[config.mk]
export PLATFORM = sky130hd
export DESIGN_NAME = bpc_udiv
export DESIGN_NICKNAME = d
export VERILOG_FILES = /design/src/rtl/core/barometric_pressure_compensation_core_macros.svh /design/src/rtl/core/bpc_pkg.sv /design/src/rtl/core/bpc_udiv.sv
export SDC_FILE = /design/constraint.sdc
export NUM_CORES = 2
export LEC_CHECK = 0
export BUFFER_PORTS_ARGS = -buffer_cell sky130_fd_sc_hd__buf_2
export CAP_MARGIN = 40
export CORE_UTILIZATION = 40
export CTS_BUF_LIST = sky130_fd_sc_hd__clkbuf_8 sky130_fd_sc_hd__clkbuf_16
export DETAILED_ROUTE_END_ITERATION = 12
export PLACE_DENSITY = 0.52
export SETUP_SLACK_MARGIN = 0.15
export SYNTH_ARGS = -nofsm -noshare
export SYNTH_HDL_FRONTEND = slang
export SYNTH_SLANG_ARGS = --single-unit
[constraint.sdc]
create_clock -name clk -period 11.8 [get_ports clk]
set_input_delay 2.36 -clock clk [delete_from_list [all_inputs] [get_ports clk]]
set_output_delay 2.36 -clock clk [all_outputs]
set_load 0.05 [all_outputs]
[src/rtl/core/barometric_pressure_compensation_core_macros.svh]
// ----------------------------------------------------------------------------
// Assertion macros for the barometric pressure compensation core
// Implication checks, clocked and disabled while reset is low.
// ----------------------------------------------------------------------------
`ifndef BAROMETRIC_PRESSURE_COMPENSATION_CORE_MACROS_SVH
`define BAROMETRIC_PRESSURE_COMPENSATION_CORE_MACROS_SVH
`ifndef SYNTHESIS
// same-cycle implication
`define BPC_ASSERT_IMP(label, clk, rstn, ante, cons) \
	label: assert property (@(posedge clk) disable iff (!rstn) (ante) |-> (cons)) \
		else $error("assertion failed");
// next-cycle implication
`define BPC_ASSERT_NXT(label, clk, rstn, ante, cons) \
	label: assert property (@(posedge clk) disable iff (!rstn) (ante) |=> (cons)) \
		else $error("assertion failed");
`else
`define BPC_ASSERT_IMP(label, clk, rstn, ante, cons)
`define BPC_ASSERT_NXT(label, clk, rstn, ante, cons)
`endif
`endif

[src/rtl/core/bpc_pkg.sv]
// ----------------------------------------------------------------------------
// bpc_pkg
// Constants, types and helpers shared by the compensation core.
// ----------------------------------------------------------------------------
`timescale 1ns / 1ps
`default_nettype none
package bpc_pkg;

	localparam int DIV_W   = 32;
	localparam int DIV_LAT = DIV_W;

	localparam logic [1:0] CFG_COEF_A = 2'd0;
	localparam logic [1:0] CFG_COEF_B = 2'd1;
	localparam logic [1:0] CFG_COEF_C = 2'd2;
	localparam logic [1:0] CFG_OSS    = 2'd3;

	localparam logic [31:0] T_OFFSET  = 32'd4000;
	localparam logic [31:0] P_C1      = 32'd3038;
	localparam logic [31:0] P_C2      = 32'hFFFF_E343;
	localparam logic [31:0] P_C3      = 32'd3791;
	localparam logic [31:0] P_SCALE   = 32'd50000;
	localparam logic [31:0] B4_BIAS   = 32'd32768;

	typedef struct packed {
		logic [31:0] x1;
		logic [18:0] up;
		logic        neg;
		logic        fail;
	} tside_t;

	typedef struct packed {
		logic [27:0] temp;
		logic        fail;
		logic        shl;
	} pside_t;

	function automatic logic [31:0] sext16(input logic [15:0] v);
		return {{16{v[15]}}, v};
	endfunction

endpackage
`default_nettype wire

[src/rtl/core/bpc_udiv.sv]
// ----------------------------------------------------------------------------
// bpc_udiv
// Unsigned 32/32 restoring divider, one quotient bit per pipeline stage.
// ----------------------------------------------------------------------------
`timescale 1ns / 1ps
`default_nettype none
module bpc_udiv import bpc_pkg::*; (
	input  wire logic              clk,
	input  wire logic              arst_n,
	input  wire logic              en,
	input  wire logic              in_valid,
	input  wire logic [DIV_W-1:0]  num,
	input  wire logic [DIV_W-1:0]  den,
	output logic                   out_valid,
	output logic [DIV_W-1:0]       quo
);

	logic             vld_s [1:DIV_LAT];
	logic [DIV_W-1:0] num_s [1:DIV_LAT];
	logic [DIV_W-1:0] den_s [1:DIV_LAT];
	logic [DIV_W-1:0] rem_s [1:DIV_LAT];
	logic [DIV_W-1:0] quo_s [1:DIV_LAT];

	for (genvar k = 1; k <= DIV_LAT; k++) begin : g_stage
		logic             pv;
		logic [DIV_W-1:0] pn, pd, pr, pq;
		logic [DIV_W:0]   trial, diff;
		logic             ge;

		if (k == 1) begin : g_first
			assign pv = in_valid;
			assign pn = num;
			assign pd = den;
			assign pr = '0;
			assign pq = '0;
		end else begin : g_next
			assign pv = vld_s[k-1];
			assign pn = num_s[k-1];
			assign pd = den_s[k-1];
			assign pr = rem_s[k-1];
			assign pq = quo_s[k-1];
		end

		// shift in the next numerator bit, subtract where it fits
		assign trial = {pr, pn[DIV_W-k]};
		assign diff  = trial - {1'b0, pd};
		assign ge    = (trial >= {1'b0, pd});

		always_ff @(posedge clk or negedge arst_n) begin
			if (!arst_n) begin
				vld_s[k] <= 1'b0;
			end else if (en) begin
				vld_s[k] <= pv;
			end
		end

		always_ff @(posedge clk) begin
			if (en) begin
				num_s[k] <= pn;
				den_s[k] <= pd;
				rem_s[k] <= ge ? diff[DIV_W-1:0] : trial[DIV_W-1:0];
				quo_s[k] <= {pq[DIV_W-2:0], ge};
			end
		end
	end

	assign out_valid = vld_s[DIV_LAT];
	assign quo       = quo_s[DIV_LAT];

endmodule
`default_nettype wire
==> impl_summary.txt <==
----------------------------------------------------
[Yosys]
  Simple-gate area share of the yosys netlist ... 7.932%
  Adder-cell share of the synthesized area ... 8.500%
  Synthesized area per cell ... 12.26 µm²
  Multiplexer area fraction after synthesis ... 2.939%
  Top cell type by total area after synthesis ... edfxtp_1
  Total of warnings raised by yosys ... 0
  Post-Syn Nets ... 13.60k
  Ranking of synthesized cells by area ... edfxtp_1, ha_1, inv_1, a21oi_1, xnor2_1
  Synthesized instance count ... about 13k
  Top-area cell type share of the netlist area ... 58.89%
  Largest family of logic cells by synthesized area ... compound AO/OA/AOI/OAI gates
  Share of synthesized area occupied by flip-flops and latches ... 59.41%
  Synth cell types ... 86
  Synthesis-stage register bit count ... 3040
  Top flip-flop cell by instance count after synthesis ... edfxtp_1
  Compound-cell area share of the yosys netlist ... 12.80%
  Number of flops mapped to enable cells by yosys ... 3008
  Cell Area, Synth ... approximately 150000 µm²
  Synth Area in XOR/XNOR ... around 4.6%
  Synth async-reset ratio ... 1.053%

[Timing]
  # setup viols final ... 0
  Setup repair after global routing missed its margin ... false
  Final Max Tran Viols ... 0
  Final hold slack ... 0.4017 ns
  Endpoints failing hold ... 0
  Setup TNS Final ... 0 ns
  Fmax achieved ... 0.2020 GHz
  Final critical-path setup slack ... a little under 7 ns
  Setup skew after layout ... 0.04247 ns
  Max-slew headroom at the worst pin ... 24.27%
  Post-route fraction of the period consumed by the critical path ... 41.95%
  Post-layout min period ... 4.950 ns
  Slew at the pin closest to its max-slew limit ... 1.136 ns

[Clocking]
  TritonCTS buffer count ... between 300 and 400
  Clock transition at the register clock pins on the worst setup and hold paths after CTS ... around 0.06 ns
  Number of hold-repair buffers added at the cts stage ... 0
  CTS tree ... done
  Root cell of the clock tree ... clkbuf_16
  Clock latency of the later-clocked register in the worst-skew pair ... 0.95 ns
  Maximum count of clock buffers along a single path ... 4
  CTS-repair resized insts ... 0
  Post-CTS setup buffer count ... 0
  Number of clock sinks ... 3040
  CTS HTree Levels ... 5

[Die]
  Overall die area ... 385900 µm²
  Core Box Area ... 382000 µm²
  Number of rows in the core area ... 227
  Initial Util ... 40.15%
  I/O pin cnt ... 101
  Vertical extent of the die ... slightly above 600 µm
  Die span in x ... a little over 600 µm

[Global routing]
  Initial antenna violation count ... 6
  First-pass GRT wire length ... 556.0 mm
  Number of global-route vias before repair ... 94.76k
  Total global routing track utilization ... 18.18%
  Largest net degree at the start of global routing ... 187
  Overflow left after global routing ... 0

[Placement]
  Total half-perimeter wirelength after legalization and detailed placement ... 264.2 mm
  Worst slack at placement ... 6.364 ns
  RePlAce Congestion ... 0.9025
  Count of input and output buffers ... 100
  Placed Cells incl. Taps ... 17.46k
  Cell area after placement ... 160400 µm²

[Cells and area]
  Post-route cell area ... between 150000 and 200000 µm²
  Most common library cell in the layout ignoring fill and taps ... edfxtp_1
  Most used cells in the layout excluding fill and tap cells ... edfxtp_1, inv_1, ha_1, a21oi_1, nand2_1
  Final net count ... 13.86k
  Share of final-layout standard cells stronger than drive strength 1 ... 8.771%
  Final standard cell count with taps included and fillers excluded ... between 15k and 20k
  Layout-stage area growth over the synthesis result ... 12.04%

[Drt]
  Detailed-route DRC error count ... 0
  DR vias/cell ... 5.265
  First-pass iteration count of the detailed router ... 6
  Number of antenna-violating nets in the routed design ... 0
  Total wire length after detailed routing ... 358.5 mm
  Average wire length per cell after detail routing ... between 15 and 20 µm
  Iteration-0 DRC Markers ... 7074
  Vias ... 95.26k

[Hold path]
  Min-Delay Path Depth ... 0
  Type of the most critical hold path ... reg2reg

[Power]
  Leakage power ... 0.06884 µW
  Total power per unit cell area ... 275.5 nW/µm²
  Worst vdd rail ir drop ... approximately 0.00013 V

[Setup path]
  Slowest library cell on the worst path ... a2111oi_0
  Critical path class ... reg2reg
  Max FO, Critical Path ... 61
  Startpoint class of the critical path ... flop
  Cells traversed along the worst timing path ... ha_1 > a211oi_1 > o211ai_1 > o21ai_0 > nand2_1 > a221oi_1 > and3b_1 > a2111oi_0 > nand3b_1 > a41oi_4 > buf_4 > mux2_2
  R2R depth ... 12
  Sort of element at the end of the critical path ... flop
  Critical path required time ... approximately 12 ns
  Arrival @ worst endpoint ... 5.62 ns
  Slowest Stage Delay on Critical Path ... between 0.6 and 0.7 ns

[Status]
  Result of the run ... finished, final reports clean

[Flow run]
  Number of maximum-capacitance violations ... 0

----------------------------------------------------
[state kept, by name, indices dropped and copies added (netlist names)]
signal      flops
quo_s         528
num_s         496
den_s         992
rem_s         992
out_valid       1
g_stage.pv     31
[stage by stage]
step	util, %	total power [µW]
2_1_floorplan	-	31080
3_3_place_gp	41.88	36420
3_5_place_dp	41.98	36660
4_1_cts	44.99	47880
5_1_grt	44.99	50610
6_report	44.99	47350
[critical path, delay by kind of cell, from the launching register on]
kind                     cells  cell delay, ns
AO/OA/AOI/OAI                6            2.33
flip-flops                   1            0.39
AND/OR/NAND/NOR              3            0.65
buffers and inverters        1            0.50
multiplexers                 1            0.40
adder cells (fa/ha/maj)      1            0.38
[cell type report]
class,count,area [µm²]
timing repair buffer,181,1484
fill,34390,210200
sequential,3040,91130
antenna,1,2.502
multi-input combinational,7940,56710
tap,5038,6304
clock inverter,279,2674
inverter,1261,4733
clock buffer,353,8822
[synthesized netlist by cell type, types with 32 or more instances]
cell,count
edfxtp_1,3008
inv_1,1261
ha_1,994
a21oi_1,921
nand2_1,839
o21ai_0,809
nor2_1,623
a21o_1,538
xnor2_1,486
mux2_2,369
xor2_1,327
clkbuf_1,227
nor2b_1,169
nand3_1,167
nand2b_1,138
nand4_1,138
nor3_1,124
o21a_1,119
o21bai_1,114
and3_1,112
a31oi_1,107
o31ai_1,74
a211oi_1,60
a21boi_0,53
and2_1,49
or3_1,35
or2_2,34
mux2i_1,33
dfrtp_1,32
nor4_1,32
[power by group]
| group | internal (µW) | total [µW] | switching [µW] |
|---|---|---|---|
| Combinational | 8340 | 19400 | 11100 |
| Clock | 6370 | 10800 | 4470 |
| Sequential | 15500 | 17100 | 1640 |
| Total | 30200 | 47400 | 17200 |
[cell families (layout without fill, tap and decap cells)]
| group | Yosys count | count (layout) |
|---|---|---|
| buffers and inverters | 1530 | 2074 |
| AND/OR/NAND/NOR | 2555 | 2555 |
| flip-flops | 3040 | 3040 |
| AO/OA/AOI/OAI | 3144 | 3144 |
| XOR/XNOR | 813 | 813 |
| multiplexers | 404 | 404 |
| adder cells (fa/ha/maj) | 1024 | 1024 |
| other | 0 | 1 |
[final timing paths]
check / to / start / slack (ns)
setup / recovery: rem_s[0][516] / rem_s[0][483] / 6.85
hold reg to reg: quo_s[7][77] / quo_s[7][44] / 0.40
hold / removal: quo_s[7][77] / quo_s[7][44] / 0.40
setup reg to reg: rem_s[0][516] / rem_s[0][483] / 6.85
max in group asynchronous: g_stage[22].pv / arst_n / 9.86
min in group asynchronous: g_stage[5].pv / arst_n / 1.48
[layer usage]
| metal | share of wire (%) | global-route usage (%) | vias up | routed length [µm] |
|---|---|---|---|---|
| li1 | - | - | 46620 | - |
| met1 | 44 | 23.91 | 46120 | 158300 |
| met2 | 49 | 31.58 | 1980 | 176300 |
| met3 | 3.8 | 2.018 | 543 | 13740 |
| met4 | 2.8 | 5.276 | 0 | 10180 |
| met5 | 0 | 0 | - | 0 |
Power figures use the tool's default switching activity.
